File: src/rtl/bldq_pkg.sv
// ============================================================================
// bldq_pkg
// Shared types and defaults for the bounded deque with delete by key.
// ============================================================================
package bldq_pkg;

   // Default sizing of the list
   localparam int DEFAULT_CAPACITY   = 16;
   localparam int DEFAULT_DATA_WIDTH = 32;

   // Fixed field widths
   localparam int ACTION_W = 3;
   localparam int VALUE_W  = 32;
   localparam int STATUS_W = 2;

   // Operation codes carried by an item
   typedef enum logic [ACTION_W-1:0] {
      ACT_PUSH_FRONT = 3'd0,
      ACT_PUSH_BACK  = 3'd1,
      ACT_POP_FRONT  = 3'd2,
      ACT_POP_BACK   = 3'd3,
      ACT_DELETE_KEY = 3'd4
   } action_type;

   // Result status codes
   typedef enum logic [STATUS_W-1:0] {
      STATUS_OK    = 2'd0,
      STATUS_FULL  = 2'd1,
      STATUS_EMPTY = 2'd2,
      STATUS_NOKEY = 2'd3
   } status_type;

   // Sequencer states, one-hot
   typedef enum logic [3:0] {
      ST_IDLE   = 4'b0001,
      ST_SCAN   = 4'b0010,
      ST_SHIFT  = 4'b0100,
      ST_FINISH = 4'b1000
   } state_type;

endpackage

File: src/rtl/bounded_list_deque_with_key_delete_unit.sv
// ============================================================================
// bounded_list_deque_with_key_delete_unit
// Bounded double-ended list held in a circular single-port-read memory, with
// push/pop at both ends and removal of the first entry equal to a key.
// ============================================================================
// Push, pop and spare action codes go from IDLE to FINISH, which loads the
// result register once it is free; the next item is taken back in IDLE.
// Delete by key: one memory read per entry scanned, then one per entry closed
// up, before FINISH loads the result. A stalled result holds FINISH and so
// holds off the next item.
// Reset clears front pointer, count and sequencer; the entry memory is not
// cleared and is only read inside the occupied range.
module bounded_list_deque_with_key_delete_unit #(
   parameter int CAPACITY   = bldq_pkg::DEFAULT_CAPACITY,
   parameter int DATA_WIDTH = bldq_pkg::DEFAULT_DATA_WIDTH
) (
   input  logic                                clock,
   input  logic                                reset,
   input  logic                                req_valid,
   output logic                                req_stall,
   input  logic [bldq_pkg::ACTION_W-1:0]       req_action,
   input  logic signed [bldq_pkg::VALUE_W-1:0] req_value,
   output logic                                rsp_valid,
   input  logic                                rsp_stall,
   output logic [bldq_pkg::STATUS_W-1:0]       rsp_status,
   output logic [$clog2(CAPACITY+1)-1:0]       rsp_occupancy
);
   import bldq_pkg::*;

   localparam int PTR_W = $clog2(CAPACITY);
   localparam int CNT_W = $clog2(CAPACITY + 1);
   localparam int SUM_W = CNT_W + 1;

   // Entry memory and its registered read data
   logic [DATA_WIDTH-1:0] mem [CAPACITY];
   logic [DATA_WIDTH-1:0] rd_data_ff;

   // Control and working registers
   state_type             state_ff, state_in;
   logic [PTR_W-1:0]      front_ff, front_in;
   logic [CNT_W-1:0]      count_ff, count_in;
   status_type            status_ff, status_in;
   logic [DATA_WIDTH-1:0] key_ff, key_in;
   logic [CNT_W-1:0]      iss_off_ff, iss_off_in;
   logic [PTR_W-1:0]      iss_slot_ff, iss_slot_in;
   logic                  cmp_vld_ff, cmp_vld_in;
   logic [CNT_W-1:0]      cmp_off_ff, cmp_off_in;
   logic [PTR_W-1:0]      cmp_slot_ff, cmp_slot_in;
   logic [CNT_W-1:0]      dst_off_ff, dst_off_in;
   logic [PTR_W-1:0]      dst_slot_ff, dst_slot_in;
   logic                  rsp_valid_ff, rsp_valid_in;
   status_type            rsp_status_ff, rsp_status_in;
   logic [CNT_W-1:0]      rsp_occ_ff, rsp_occ_in;

   // Memory port controls
   logic                  rd_en;
   logic [PTR_W-1:0]      rd_addr;
   logic                  wr_en;
   logic [PTR_W-1:0]      wr_addr;
   logic [DATA_WIDTH-1:0] wr_data;

   logic                  req_accept;
   logic                  out_free;
   logic [DATA_WIDTH-1:0] req_data;
   logic [SUM_W-1:0]      back_sum;
   logic [PTR_W-1:0]      back_slot;
   logic                  is_full;
   logic                  is_empty;
   logic                  matched;
   logic [CNT_W-1:0]      last_off;

   // Wrap helpers for the circular index
   function automatic logic [PTR_W-1:0] slot_next(input logic [PTR_W-1:0] s);
      return (s == PTR_W'(CAPACITY - 1)) ? '0 : PTR_W'(s + 1'b1);
   endfunction

   function automatic logic [PTR_W-1:0] slot_prev(input logic [PTR_W-1:0] s);
      return (s == '0) ? PTR_W'(CAPACITY - 1) : PTR_W'(s - 1'b1);
   endfunction

   assign req_stall  = (state_ff != ST_IDLE);
   assign req_accept = req_valid && !req_stall;
   assign out_free   = !rsp_valid_ff || !rsp_stall;

   // Sign-extend or trim the incoming value to the stored width
   assign req_data = DATA_WIDTH'(req_value);

   // Slot just past the back entry; front and count both stay below CAPACITY here
   assign back_sum  = SUM_W'(front_ff) + SUM_W'(count_ff);
   assign back_slot = (back_sum >= SUM_W'(CAPACITY)) ?
                      PTR_W'(back_sum - SUM_W'(CAPACITY)) : PTR_W'(back_sum);

   assign is_full  = (count_ff == CNT_W'(CAPACITY));
   assign is_empty = (count_ff == '0);
   assign matched  = cmp_vld_ff && (rd_data_ff == key_ff);
   assign last_off = CNT_W'(count_ff - 1'b1);

   // Sequence the operations
   always_comb begin
      state_in      = state_ff;
      front_in      = front_ff;
      count_in      = count_ff;
      status_in     = status_ff;
      key_in        = key_ff;
      iss_off_in    = iss_off_ff;
      iss_slot_in   = iss_slot_ff;
      cmp_vld_in    = 1'b0;
      cmp_off_in    = cmp_off_ff;
      cmp_slot_in   = cmp_slot_ff;
      dst_off_in    = dst_off_ff;
      dst_slot_in   = dst_slot_ff;
      rsp_valid_in  = rsp_valid_ff && rsp_stall;
      rsp_status_in = rsp_status_ff;
      rsp_occ_in    = rsp_occ_ff;
      rd_en         = 1'b0;
      rd_addr       = iss_slot_ff;
      wr_en         = 1'b0;
      wr_addr       = front_ff;
      wr_data       = req_data;

      case (state_ff)
         ST_IDLE: begin
            if (req_accept) begin
               state_in  = ST_FINISH;
               status_in = STATUS_OK;
               case (action_type'(req_action))
                  ACT_PUSH_FRONT: begin
                     if (is_full) begin
                        status_in = STATUS_FULL;
                     end else begin
                        front_in = slot_prev(front_ff);
                        wr_en    = 1'b1;
                        wr_addr  = slot_prev(front_ff);
                        count_in = CNT_W'(count_ff + 1'b1);
                     end
                  end
                  ACT_PUSH_BACK: begin
                     if (is_full) begin
                        status_in = STATUS_FULL;
                     end else begin
                        wr_en    = 1'b1;
                        wr_addr  = back_slot;
                        count_in = CNT_W'(count_ff + 1'b1);
                     end
                  end
                  ACT_POP_FRONT: begin
                     if (is_empty) begin
                        status_in = STATUS_EMPTY;
                     end else begin
                        front_in = slot_next(front_ff);
                        count_in = last_off;
                     end
                  end
                  ACT_POP_BACK: begin
                     if (is_empty) begin
                        status_in = STATUS_EMPTY;
                     end else begin
                        count_in = last_off;
                     end
                  end
                  ACT_DELETE_KEY: begin
                     if (is_empty) begin
                        status_in = STATUS_EMPTY;
                     end else begin
                        key_in      = req_data;
                        iss_off_in  = '0;
                        iss_slot_in = front_ff;
                        state_in    = ST_SCAN;
                     end
                  end
                  default: begin
                     status_in = STATUS_OK;
                  end
               endcase
            end
         end

         // Read one entry a cycle and compare the entry read in the previous cycle
         ST_SCAN: begin
            if (matched) begin
               status_in = STATUS_OK;
               state_in  = ST_FINISH;
               if (cmp_off_ff == '0) begin
                  front_in = slot_next(front_ff);
                  count_in = last_off;
               end else if (cmp_off_ff == last_off) begin
                  count_in = last_off;
               end else begin
                  dst_off_in  = cmp_off_ff;
                  dst_slot_in = cmp_slot_ff;
                  iss_off_in  = CNT_W'(cmp_off_ff + 1'b1);
                  iss_slot_in = slot_next(cmp_slot_ff);
                  state_in    = ST_SHIFT;
               end
            end else if (cmp_vld_ff && (cmp_off_ff == last_off)) begin
               status_in = STATUS_NOKEY;
               state_in  = ST_FINISH;
            end else if (iss_off_ff < count_ff) begin
               rd_en       = 1'b1;
               cmp_vld_in  = 1'b1;
               cmp_off_in  = iss_off_ff;
               cmp_slot_in = iss_slot_ff;
               iss_off_in  = CNT_W'(iss_off_ff + 1'b1);
               iss_slot_in = slot_next(iss_slot_ff);
            end
         end

         // Move each later entry down one place: read ahead, write behind
         ST_SHIFT: begin
            if (cmp_vld_ff) begin
               wr_en       = 1'b1;
               wr_addr     = dst_slot_ff;
               wr_data     = rd_data_ff;
               dst_off_in  = CNT_W'(dst_off_ff + 1'b1);
               dst_slot_in = slot_next(dst_slot_ff);
            end
            if (cmp_vld_ff && (dst_off_ff == CNT_W'(count_ff - 2'd2))) begin
               count_in = last_off;
               state_in = ST_FINISH;
            end else if (iss_off_ff < count_ff) begin
               rd_en       = 1'b1;
               cmp_vld_in  = 1'b1;
               iss_off_in  = CNT_W'(iss_off_ff + 1'b1);
               iss_slot_in = slot_next(iss_slot_ff);
            end
         end

         // Load the result once the output register is free
         ST_FINISH: begin
            if (out_free) begin
               rsp_valid_in  = 1'b1;
               rsp_status_in = status_ff;
               rsp_occ_in    = count_ff;
               state_in      = ST_IDLE;
            end
         end

         default: begin
            state_in = ST_IDLE;
         end
      endcase
   end

   // Entry memory: one write and one registered read a cycle
   always_ff @(posedge clock) begin
      if (wr_en) begin
         mem[wr_addr] <= wr_data;
      end
      if (rd_en) begin
         rd_data_ff <= mem[rd_addr];
      end
   end

   // Control registers
   always_ff @(posedge clock) begin
      if (reset) begin
         state_ff     <= ST_IDLE;
         front_ff     <= '0;
         count_ff     <= '0;
         cmp_vld_ff   <= 1'b0;
         rsp_valid_ff <= 1'b0;
      end else begin
         state_ff     <= state_in;
         front_ff     <= front_in;
         count_ff     <= count_in;
         cmp_vld_ff   <= cmp_vld_in;
         rsp_valid_ff <= rsp_valid_in;
      end
   end

   // Working and result payload registers
   always_ff @(posedge clock) begin
      status_ff     <= status_in;
      key_ff        <= key_in;
      iss_off_ff    <= iss_off_in;
      iss_slot_ff   <= iss_slot_in;
      cmp_off_ff    <= cmp_off_in;
      cmp_slot_ff   <= cmp_slot_in;
      dst_off_ff    <= dst_off_in;
      dst_slot_ff   <= dst_slot_in;
      rsp_status_ff <= rsp_status_in;
      rsp_occ_ff    <= rsp_occ_in;
   end

   assign rsp_valid     = rsp_valid_ff;
   assign rsp_status    = rsp_status_ff;
   assign rsp_occupancy = rsp_occ_ff;

   // Occupancy never passes the capacity
   a_count_bound: assert property (@(posedge clock) disable iff (reset)
      count_ff <= CNT_W'(CAPACITY))
      else $error("entry count above capacity");

   // Front pointer stays inside the store
   a_front_bound: assert property (@(posedge clock) disable iff (reset)
      front_ff <= PTR_W'(CAPACITY - 1))
      else $error("front pointer outside store");

   // An accepted item keeps the sequencer busy for the next cycle
   a_accept_busy: assert property (@(posedge clock) disable iff (reset)
      req_accept |=> (state_ff != ST_IDLE))
      else $error("sequencer idle right after accepting an item");

   // Close-up never writes the entry it reads in the same cycle
   a_no_rw_clash: assert property (@(posedge clock) disable iff (reset)
      (wr_en && rd_en) |-> (wr_addr != rd_addr))
      else $error("memory read and write hit the same entry");

   // Count moves by at most one per item
   a_count_step: assert property (@(posedge clock) disable iff (reset)
      (count_ff != count_in) |->
         ((count_in == CNT_W'(count_ff + 1'b1)) || (count_in == last_off)))
      else $error("entry count jumped");

endmodule

File: config.mk
export PLATFORM = sky130hd
export DESIGN_NAME = bounded_list_deque_with_key_delete_unit
export DESIGN_NICKNAME = d
export VERILOG_FILES = /design/src/rtl/bldq_pkg.sv /design/src/rtl/bounded_list_deque_with_key_delete_unit.sv
export SDC_FILE = /design/constraint.sdc
export NUM_CORES = 1
export LEC_CHECK = 0
export BUFFER_PORTS_ARGS = -buffer_cell sky130_fd_sc_hd__buf_2
export CELL_PAD_IN_SITES_DETAIL_PLACEMENT = 1
export CELL_PAD_IN_SITES_GLOBAL_PLACEMENT = 2
export CORE_ASPECT_RATIO = 0.5
export CORE_MARGIN = 2
export CORE_UTILIZATION = 44
export DETAILED_ROUTE_END_ITERATION = 16
export GPL_TIMING_DRIVEN = 1
export PLACE_DENSITY = 0.78
export SETUP_SLACK_MARGIN = 0.1
export SYNTH_ARGS = -nofsm -noshare
export SYNTH_HDL_FRONTEND = slang
export SYNTH_SLANG_ARGS = --single-unit
File: constraint.sdc
create_clock -name clock -period 10.2 [get_ports clock]
set_input_delay 2.04 -clock clock [delete_from_list [all_inputs] [get_ports clock]]
set_output_delay 2.04 -clock clock [all_outputs]
set_load 0.02 [all_outputs]
======== Word-level counts from Yosys, hierarchy flattened ========
Memories as Yosys holds them, arrays and structs flattened. A register that Yosys moved wholly into a read port is not among the register bits.
Index checks and enable logic that the tools add are counted.
cells by class
  add/sub/neg operators ................... 13
  multipliers ............................. 0
  div/mod/pow operators ................... 0
  order comparisons ....................... 2
  eq/ne operators ......................... 38
  shifts and indexed selects .............. 0
  muxes and demuxes ....................... 90
  bitwise logic cells ..................... 3
  reduce and logical (&&, ||, !) cells .... 28
operators by type and width
  operator                                             number
  2-to-1 mux 4 bit                                     36
  2-to-1 mux 5 bit                                     20
  2-to-1 mux 32 bit                                    2
  case mux 4 bit (2 select lines)                      5
  equality test 32 bit                                 1
  case mux 5 bit (3 select lines)                      2
  inequality test 3 bit, second input constant         9
  adder 5 x 1 -> 5 bit, second input constant          4
  equality test 4 bit, second input constant           5
  inequality test 2 bit, second input constant         10
  case mux 5 bit (2 select lines)                      2
  adder 4 x 1 -> 4 bit, second input constant          4
  case mux 4 bit (4 select lines)                      1
  AND reduction 8 bit                                  2
  2-to-1 mux 1 bit                                     13
  case mux 4 bit (3 select lines)                      1
  AND reduction 4 bit                                  3
  equality test 5 bit                                  2
  logical NOT 5 bit                                    2
  2-to-1 mux 2 bit                                     4
  case mux 2 bit (2 select lines)                      2
  subtractor 4 x 1 -> 4 bit, second input constant     2
  adder 4 x 5 -> 6 bit                                 1
  equality test 3 x 2 -> 1 bit, second input constant  2
  other kinds (28)                                     39
word-level totals
  register bits after elaboration ......... 83
  latch bits .............................. 0
  bits in writable memories ............... 512
  memory bits (read-only) ................. 0
  bits of input ports ..................... 39
  output and inout bits ................... 9
  word-level logic and storage cells ...... 190
  memories ................................ 1
memories
  name  words  bits a word  read ports  clocked after memory_dff  write ports  RTL line                                       RTL
  mem   16     32           1           1                         1            bounded_list_deque_with_key_delete_unit.sv:35  logic [DATA_WIDTH-1:0] mem [CAPACITY];

======== Logic depth before layout (Yosys ltp) ========
Gate-level depths: netlist of the first run.
  depth in word-level cells ............... 7
  gate-level depth with buffers ........... 11

======== Least setup slack after synthesis of the first run ========
No wires, ideal clock.
  path kind ............................... input port to flip-flop
  from .................................... in req_action[1] in the netlist's numbering
  to ...................................... reg iss_off_ff[0], enable pin
  data arrival time ....................... 4835 ps
  required time ........................... 9819 ps
  setup slack ............................. 4985 ps
  stages on the path ...................... 6
  path buffers ............................ 1
  path through ............................ clkbuf_1 > nor3b_1 > nor2b_1 > nor2b_1 > nor3_1 > a31oi_1
on the way
  cells in the longest elaborated chain, start to end .. 3
ends and longest elaborated chain
  element                                   RTL line                                        RTL
  from (decl)                               bounded_list_deque_with_key_delete_unit.sv:21   input logic [bldq_pkg::ACTION_W-1:0] req_action,
  equality test 3 bit                       bounded_list_deque_with_key_delete_unit.sv:126  case (action_type'(req_action))
  inequality test 2 x 1 -> 1 bit (no line)  --
  AND reduction 8 bit (no line)             --
  to (signal assigned)                      bounded_list_deque_with_key_delete_unit.sv:275  iss_off_ff <= iss_off_in;
  to (decl)                                 bounded_list_deque_with_key_delete_unit.sv:44   logic [CNT_W-1:0] iss_off_ff, iss_off_in;
No other way between the ends.
A chain may end at the register's enable or synchronous reset.

======== Worst setup path after layout of the first run ========
  from .................................... in req_valid
  to ...................................... mem mem[14][12] in the netlist's numbering, enable pin
on the way
  cells in the longest elaborated chain, start to end .. 5
  elaborated cells on any way between the ends .. 7
ends and longest elaborated chain
  element                                 RTL line                                        RTL
  from (decl)                             bounded_list_deque_with_key_delete_unit.sv:19   input logic req_valid,
  logical AND 1 bit *                     bounded_list_deque_with_key_delete_unit.sv:82   assign req_accept = req_valid && !req_stall;
  2-to-1 mux 1 bit                        bounded_list_deque_with_key_delete_unit.sv:123  if (req_accept) begin
  case mux 1 bit (2 select lines)         bounded_list_deque_with_key_delete_unit.sv:121  case (state_ff)
  2-to-1 mux 1 bit                        bounded_list_deque_with_key_delete_unit.sv:246  if (wr_en) begin
  2-to-1 mux 1 bit (implied by the code)  bounded_list_deque_with_key_delete_unit.sv:247  mem[wr_addr] <= wr_data;
  to (decl)                               bounded_list_deque_with_key_delete_unit.sv:35
Every way passes the cells marked *; elsewhere a longest branch is shown, timed or not.

==> impl_metrics.json, run 1 <==
{
  "worstPathRequired_ps": 10440,
  "synth.area.top_cells": "edfxtp_1 (71%), mux4_2 (5.6%), mux2i_1 (4.1%)",
  "stdcell_count": 2438,
  "grt_max_degree": 112,
  "synth.avg_cell_area_um2": 16.4,
  "die_x_um": 346,
  "p_clk_share_pct": 42.5,
  "synth_compound_area_share_pct": 6.25,
  "synthFlopType": "edfxtp_1",
  "synth_mux_area_share_pct": 11.2,
  "synth_cell_types": 61,
  "min_to": "rsp_status[1]",
  "grt_most_used_layer": "met2",
  "worst_slew_pin_slew_ps": 1300,
  "p_int_mw": 4.13,
  "synth_xor_area_share_pct": 2.14,
  "power_density_nw_per_um2": 179,
  "dr.pass1.iters": 5,
  "rows": 62,
  "wl_um": 65700,
  "grt_pass1_vias": 15200,
  "layout_commonest_cell": "edfxtp_1",
  "synth_top_area_share_pct": 71.3,
  "ys_warn_count": 0,
  "fin_tns_setup_ps": 0,
  "leakage_nw": 9.59,
  "hold_buffers": 0,
  "routedWlPerCell_um": 26.9,
  "portBuffers": 47,
  "regToRegStartpoint": "rd_data_ff[6]",
  "slew_headroom_pct": 12.4,
  "cts_buffers": 55,
  "netlist_area_um2": 25800,
  "drcViolationCount": 0,
  "critPathMaxStageDelay_ps": 540,
  "cts_max_level": 2,
  "nFillCells": 5381,
  "hp-class": "reg -> reg",
  "reg2reg_slack_ps": 5930,
  "finClkSkew_ps": 37.9,
  "synthSimpleGateAreaFrac_pct": 5.32,
  "route.vias.total": 14300,
  "path_class": "in -> reg",
  "synth_top_family_by_area": "multiplexers",
  "maxCapViolations": 0,
  "num_io_pins": 48,
  "grt_use_met3_pct": 3.59,
  "grt_util_met1_pct": 30.1,
  "setup_violations": 0,
  "gr-total-overflow": 0,
  "initial_core_util_pct": 44.7,
  "die_h_um": 175,
  "grt_pass1_wl_um": 98200,
  "via_per_inst": 5.87,
  "rsz0062_at_grt": "false",
  "dp.final_hpwl_um": 37700,
  "synth_fa_ha_area_share_pct": 1.15,
  "ir_drop_v": 0.000112,
  "ys_seq_area_share_pct": 72.4,
  "nNetsFinal": 1689,
  "worstReg2RegEnd": "dst_off_ff[3]",
  "gp_congestion": 0.820,
  "cp_max_fo": 32,
  "drv_slew": 0,
  "clock.fmax_mhz": 220,
  "cts_buffer_depth": 3,
  "grt_antenna_before_repair": 1,
  "ant_nets": 0,
  "sequentialPowerShare_pct": 54.9,
  "fin_util_pct": 50.3,
  "syn_to_final_growth_pct": 12.4,
  "cts_tree": "built",
  "first_iter_violations": 1360,
  "cp_cell_sequence": "buf_2 > nand4b_1 > or3_1 > o31ai_1 > o21ai_0 > nor2_4 > buf_4",
  "synth_area_leader_cell": "edfxtp_1",
  "grtUsageTotal_pct": 21.8,
  "postCtsSetupBuffers": 0,
  "finalCritPeriodShare_pct": 44.6,
  "min_from": "status_ff[1]",
  "switchingPower_mw": 1.06,
  "cts.clk_slew.worst_paths_ps": 60,
  "slowest_stage": "buf_4",
  "met2_usage_pct": 36.5,
  "combPwrFrac_pct": 2.7,
  "clkLatencyLatePin_ps": 630,
  "crit_path_start_kind": "input port",
  "final_cell_mix": "edfxtp_1 (612), nand2_1 (166), mux2i_1 (106)",
  "cts-root-buf": "clkbuf_16",
  "core_um2": 57600,
  "syn_nets": 1633,
  "async_flop_share_pct": 0,
  "cts_resized": 0,
  "synth_edf_count": 612,
  "r2r_cells": 7,
  "ys_ff_latch": 627,
  "crit_arrival_ps": 4790,
  "dp.cells": 2338,
  "syn_inst": 1571,
  "hold_viol": 0,
  "die-area_um2": 60700,
  "p_sw_share_pct": 20.4,
  "hold_depth": 0,
  "drive_above_1_share_pct": 17.7,
  "end_kind": "register",
  "outcome": "completed",
  "clock_sinks": 627,
  "period_minus_slack_ps": 4550
}
state kept, by name, summed over array words and instances, names as in the netlist, 5 cells and up:
signal	count
cmp_off_ff	5
count_ff	5
dst_off_ff	5
iss_off_ff	5
key_ff	32
mem	512
rd_data_ff	32
rsp_occupancy	5
kinds of logic after synthesis:
family	Yosys count
buffers and inverters	97
flip-flops	627
XOR/XNOR	63
adder cells (fa/ha/maj)	23
multiplexers	205
AND/OR/NAND/NOR	303
AO/OA/AOI/OAI	253
worst max-delay path: cells and delay by family:
kind,cells,cell delay (ps)
buf+inv,2,680
simple gates,3,990
compound gates,2,1030
power groups by stage:
stage               logic (mW)  clock network (mW)  registers (mW)
floorplan               0.0847                   0            2.90
global placement         0.129                   0            2.90
detailed placement       0.139                   0            2.90
CTS                      0.139                2.24            2.85
global route             0.153                2.33            2.85
finish                   0.139                2.20            2.85
synth_stat cells, drive strengths merged (4+ instances only):
library cell / number
edfxtp: 612
nand2: 167
mux2i: 106
o21ai: 89
mux4: 64
clkbuf: 62
nor2: 54
a21oi: 52
xnor2: 46
mux2: 35
a22oi: 34
a221oi: 33
ha: 22
buf: 19
nand3: 19
xor2: 17
inv: 16
dfxtp: 15
nand4: 12
nor3: 11
a31oi: 9
a21o: 6
nor2b: 6
nand2b: 5
o22ai: 5
nand3b: 4
nand4b: 4
nor4b: 4
or3: 4
metal layers:
layer,wire length (um),share of wire (%),vias up
met1,28700,44,7527
li1,-,-,6267
met2,31700,48,431
met5,12,0.018,-
met3,4120,6.3,84
met4,1220,1.9,2
area by class of cell:
cell class                      instances  area, um2  area share, %
Antenna cell                            1       2.50        0.00864
Clock buffer                           64       1410           4.87
Clock inverter                         35        480           1.66
Inverter                               16       60.1          0.207
Multi-Input combinational cell        847       6880           23.8
Sequential cell                       627      18700           64.5
Tap cell                              768        961           3.32
Timing Repair Buffer                   80        495           1.71
how the worst max path moves through the flow:
stage,startpoint,depth (start not counted),to,slack (ps)
floorplan,req_action[1],6,iss_off_ff[0],4980
global placement,req_valid,7,mem[14][23],5260
detailed placement,req_valid,7,mem[14][23],5070
CTS,req_valid,7,mem[14][28],5710
global route,req_valid,7,mem[8][5],5490
finish,req_valid,7,mem[14][12],5650
through the flow:
stage | cell area [um2] | setup WS (ps) | total power [mW] | hold slack, ps
after floorplan | 25800 | 4980 | 2.98 | 400
after global placement | 27100 | 5260 | 3.03 | 406
after detailed placement | 27100 | 5070 | 3.04 | 417
after CTS | 29000 | 5710 | 5.23 | 426
after global routing | 29000 | 5490 | 5.33 | 441
final | 29000 | 5650 | 5.19 | 428
No activity file was read; power rests on OpenSTA's default activity.
==> run 2, diff against run 1 <==
clock period = 4.45 ns   (was 10.2 ns; I/O delays follow)
==> run 2 against run 1 <==
Effect of this change: first-iteration DRC count up 2.9%; non-clock buffer count up 14; sequential power up 130%; sequential cell count unchanged; global-route usage up 0.37 points; register-to-register slack worse by 5500 ps; worst hold slack worse by 7.7 ps; sequential share of layout area down 0.26 points; clock power up 120%; count of clock-buffer cells in the layout up 4; largest power group unchanged.
==> impl_metrics.json, run 2 (same netlist as run 1, synthesis figures left out) <==
{
  "cts_tree": "built",
  "fin_util_pct": 50.5,
  "final_cell_mix": "edfxtp_1 (612), nand2_1 (166), mux2i_1 (106)",
  "r2r_cells": 11,
  "via_per_inst": 5.89,
  "slew_headroom_pct": 9.32,
  "dp.final_hpwl_um": 39000,
  "die_x_um": 346,
  "postPlaceCellArea_um2": 27300,
  "cts_buffer_depth": 3,
  "grt_antenna_before_repair": 1,
  "stdcell_area_um2": 29100,
  "hp-class": "reg -> reg",
  "clkLatencyLatePin_ps": 620,
  "regToRegStartpoint": "count_ff[1]",
  "die-area_um2": 60700,
  "finalCritPeriodShare_pct": 90.0,
  "num_io_pins": 48,
  "dp.cells": 2352,
  "period_minus_slack_ps": 4010,
  "hold_viol": 0,
  "gr-total-overflow": 0,
  "fin_tns_setup_ps": 0,
  "routedWlPerCell_um": 26.9,
  "switchingPower_mw": 2.40,
  "largest_register_ff_count": 512,
  "ir_drop_v": 0.000305,
  "reg.largest.list": "mem x512, key_ff x32, rd_data_ff x32",
  "grt_pass1_vias": 15300,
  "min_from": "status_ff[1]",
  "wl_met2_um": 31100,
  "initial_core_util_pct": 44.7,
  "stdcell_count": 2454,
  "syn_to_final_growth_pct": 12.8,
  "sequentialPowerShare_pct": 56.1,
  "p_clk_share_pct": 41.1,
  "top_register": "mem",
  "first_iter_violations": 1399,
  "cp_max_fo": 9,
  "cts_max_level": 2,
  "wl_um": 66100,
  "nFillCells": 5375,
  "dr.pass1.iters": 5,
  "nNetsFinal": 1703,
  "finClkSkew_ps": 25.7,
  "clock.fmax_mhz": 250,
  "layout_commonest_cell": "edfxtp_1",
  "cp-startpoint": "count_ff[1]",
  "leakage_nw": 9.64,
  "cts_resized": 0,
  "ant_nets": 0,
  "hold_depth": 0,
  "p_sw_share_pct": 20.7,
  "core_um2": 57600,
  "maxCapViolations": 0,
  "route.vias.total": 14500,
  "grt_max_degree": 93,
  "crit_arrival_ps": 4310,
  "portBuffers": 47,
  "die_h_um": 175,
  "rsz0062_at_grt": "false",
  "wl_met3_um": 4060,
  "postCtsSetupBuffers": 0,
  "grt_pass1_wl_um": 100000,
  "multi_input_area_um2": 6880,
  "drv_slew": 0,
  "top_layer_used": "met4",
  "cts.clk_slew.worst_paths_ps": 70,
  "path_class": "reg -> reg",
  "hold_buffers": 0,
  "gp_congestion": 0.819,
  "worstPathRequired_ps": 4750,
  "crit_path_start_kind": "register",
  "outcome": "completed",
  "power_density_nw_per_um2": 400,
  "setup_violations": 0,
  "end_kind": "register",
  "drt-met1-wl_um": 29800,
  "drive_above_1_share_pct": 18.1,
  "cts-root-buf": "clkbuf_16",
  "rows": 62,
  "p_int_mw": 9.22,
  "grtUsageTotal_pct": 22.2,
  "seq_area_um2": 18700,
  "drcViolationCount": 0,
  "cts_buffers": 55,
  "worst_slew_pin_slew_ps": 1350,
  "combPwrFrac_pct": 2.8,
  "clock_sinks": 627
}
run 2: cell types whose count changed in the layout (fill, tap and decap cells not counted), sizes merged:
cell,delta
buf,+14
bufinv,-5
clkbuf,+4
inv,+2
diode,+1
run 2: power groups by stage:
stage | logic [mW] | registers (mW) | clock network, mW
after CTS | 0.322 | 6.52 | 4.85
after global placement | 0.303 | 6.65 | 0
after floorplan | 0.194 | 6.64 | 0
after detailed placement | 0.320 | 6.65 | 0
final | 0.321 | 6.52 | 4.78
after global routing | 0.353 | 6.52 | 5.07
run 2: worst paths after layout:
check,end,slack (ps)
worst max-delay path,mem[1][31],440
worst min-delay path,rsp_status[1],420
worst max register to register,mem[1][31],440
worst min register to register,rsp_status[1],420
run 2: metal layers:
layer	vias up	GRT usage, %
li1	6307	-
met1	7647	32.1
met2	424	35.5
met3	83	3.56
met4	0	4.91
met5	-	0
run 2: critical path, stage by stage, from the launching register on:
cell and delay, ps:
dfxtp_1 440, inv_1 250, ha_1 270, nor4bb_1 370
buf_4 230, a311o_1 110, o21ai_0 110, o21a_1 200
o21ai_0 480, nand3_1 510, nor2_4 440, buf_4 280
run 2: area by class of cell:
cell class                      count  area share (%)
Antenna cell                        2          0.0172
Clock buffer                       68            4.97
Clock inverter                     32            1.13
Inverter                           16           0.206
Multi-Input combinational cell    847            23.7
Sequential cell                   627            64.2
Tap cell                          768            3.30
Timing Repair Buffer               94            2.50
run 2: metrics by stage:
stage,hold WS [ps],total power [mW],setup WS (ps)
2_1_floorplan,400,6.83,385
3_3_place_gp,409,6.95,546
3_5_place_dp,407,6.97,421
4_1_cts,423,11.7,461
5_1_grt,432,11.9,198
6_report,420,11.6,444
==> run 3, diff against run 2 <==
CORE_ASPECT_RATIO = 0.8   (was 0.5)
CORE_UTILIZATION = 45   (was 44)
PLACE_DENSITY = 0.8   (was 0.78)
==> run 3 against run 2 <==
Effect of this change: first-iteration DRC count down 12%; largest cell class unchanged; critical path depth unchanged; highest routed layer is now met5; sequential cell count unchanged; combinational power is 2% higher; die area down 2.4%; worst setup slack better by 89 ps; via count is 0.34% higher.
==> impl_metrics.json, run 3 (same netlist as run 1, synthesis figures left out) <==
{
  "outcome": "completed",
  "finalCritPeriodShare_pct": 88.0,
  "drive_above_1_share_pct": 19.6,
  "maxCapViolations": 0,
  "fin_util_pct": 52.1,
  "period_minus_slack_ps": 3920,
  "cts_resized": 0,
  "via_per_inst": 5.88,
  "hold_viol": 0,
  "grt_antenna_before_repair": 2,
  "dr.pass1.iters": 6,
  "cts_buffers": 66,
  "final_cell_mix": "edfxtp_1 (612), nand2_1 (166), mux2i_1 (106)",
  "r2r_cells": 11,
  "leakage_nw": 9.87,
  "drv_slew": 0,
  "multi_input_area_um2": 6880,
  "slowest_stage": "buf_4",
  "fin_tns_setup_ps": 0,
  "grt_pass1_vias": 15100,
  "ir_drop_v": 0.000327,
  "nNetsFinal": 1720,
  "cts_max_level": 3,
  "die-area_um2": 59200,
  "initial_core_util_pct": 45.5,
  "worstReg2RegEnd": "mem[1][28]",
  "crit_end": "mem[1][28]",
  "core_um2": 56700,
  "nFillCells": 5254,
  "cts_tree": "built",
  "num_io_pins": 48,
  "finClkSkew_ps": 23.0,
  "regToRegStartpoint": "count_ff[1]",
  "dp.final_hpwl_um": 40400,
  "cts.clk_slew.worst_paths_ps": 60,
  "cts_buffer_depth": 3,
  "die_x_um": 272,
  "hp-class": "reg -> reg",
  "grtUsageTotal_pct": 23.1,
  "crit_arrival_ps": 4150,
  "reg2reg_slack_ps": 530,
  "top_register": "mem",
  "wl_um": 67100,
  "drcViolationCount": 0,
  "seq_area_um2": 18700,
  "power_density_nw_per_um2": 427,
  "cts-root-buf": "clkbuf_16",
  "route.vias.total": 14500,
  "end_kind": "register",
  "ant_nets": 0,
  "grt_pass1_wl_um": 99700,
  "postCtsSetupBuffers": 0,
  "gp_congestion": 0.810,
  "clkLatencyLatePin_ps": 610,
  "slew_headroom_pct": 17.9,
  "worst_slew_pin_slew_ps": 1220,
  "antenna_cells": 0,
  "cp_max_fo": 32,
  "gr-total-overflow": 0,
  "hold_buffers": 0,
  "portBuffers": 47,
  "first_iter_violations": 1236,
  "cp_cell_sequence": "inv_1 > ha_1 > nor4bb_1 > buf_4 > a311o_1 > o21ai_0 > o21a_1 > o21ai_0 > nand3_1 > nor2_4 > buf_4",
  "syn_to_final_growth_pct": 14.5,
  "crit_path_start_kind": "register",
  "rsz0062_at_grt": "false",
  "hold_slack_ps": 420,
  "cp-startpoint": "count_ff[1]",
  "rows": 78,
  "layout_commonest_cell": "edfxtp_1",
  "path_class": "reg -> reg",
  "clock_sinks": 627,
  "clock.fmax_mhz": 255,
  "setup_violations": 0,
  "routedWlPerCell_um": 27.2,
  "die_h_um": 218,
  "critPathMaxStageDelay_ps": 490,
  "grt_max_degree": 46,
  "reg.largest.list": "mem x512, key_ff x32, rd_data_ff x32",
  "worstPathRequired_ps": 4680,
  "largest_register_ff_count": 512
}
-- run 3: worst min path at each step --
stage                       from  depth (start not counted)       endpoint  slack (ps)
floorplan           status_ff[0]                          0  rsp_status[0]         400
global placement    status_ff[0]                          0  rsp_status[0]         410
detailed placement  status_ff[0]                          0  rsp_status[0]         410
CTS                 status_ff[0]                          0  rsp_status[0]         420
global route        status_ff[0]                          0  rsp_status[0]         430
finish              status_ff[0]                          0  rsp_status[0]         420
-- run 3: layout make-up --
class / count / share of cell area [%]
Sequential cell: 627 / 63.3
Multi-Input combinational cell: 847 / 23.3
Clock buffer: 77 / 5.88
Tap cell: 760 / 3.22
Timing Repair Buffer: 100 / 2.40
Clock inverter: 40 / 1.72
Inverter: 16 / 0.203
-- run 3: metrics by stage --
stage	std cells	setup slack (ps)	instance area, um2	power [mW]
final	2467	533	29500	12.6
after global routing	2467	248	29500	13.0
after CTS	2466	579	29500	12.7
after detailed placement	2349	576	27300	6.98
after global placement	2349	716	27300	6.96
after floorplan	1571	385	25800	6.83
-- run 3: per-layer routing --
metal,track usage (%),up-vias,part of all wire [%]
li1,-,6355,-
met1,33.1,7551,45
met2,34.8,467,45
met3,4.92,135,6.3
met4,8.70,2,3.6
met5,0,-,0.019
-- run 3: critical path: cells and delay by family (launching register included) --
kind,cells,cell delay (ps)
fa+ha+maj,1,270
compound gates,4,830
flops,1,440
simple gates,3,990
buf+inv,3,970
-- run 3: power by group --
group          total [mW]  internal [mW]  switching, mW
sequential           6.53           6.50         0.0224
combinational       0.328         0.0979          0.231
clock                5.75           3.41           2.35
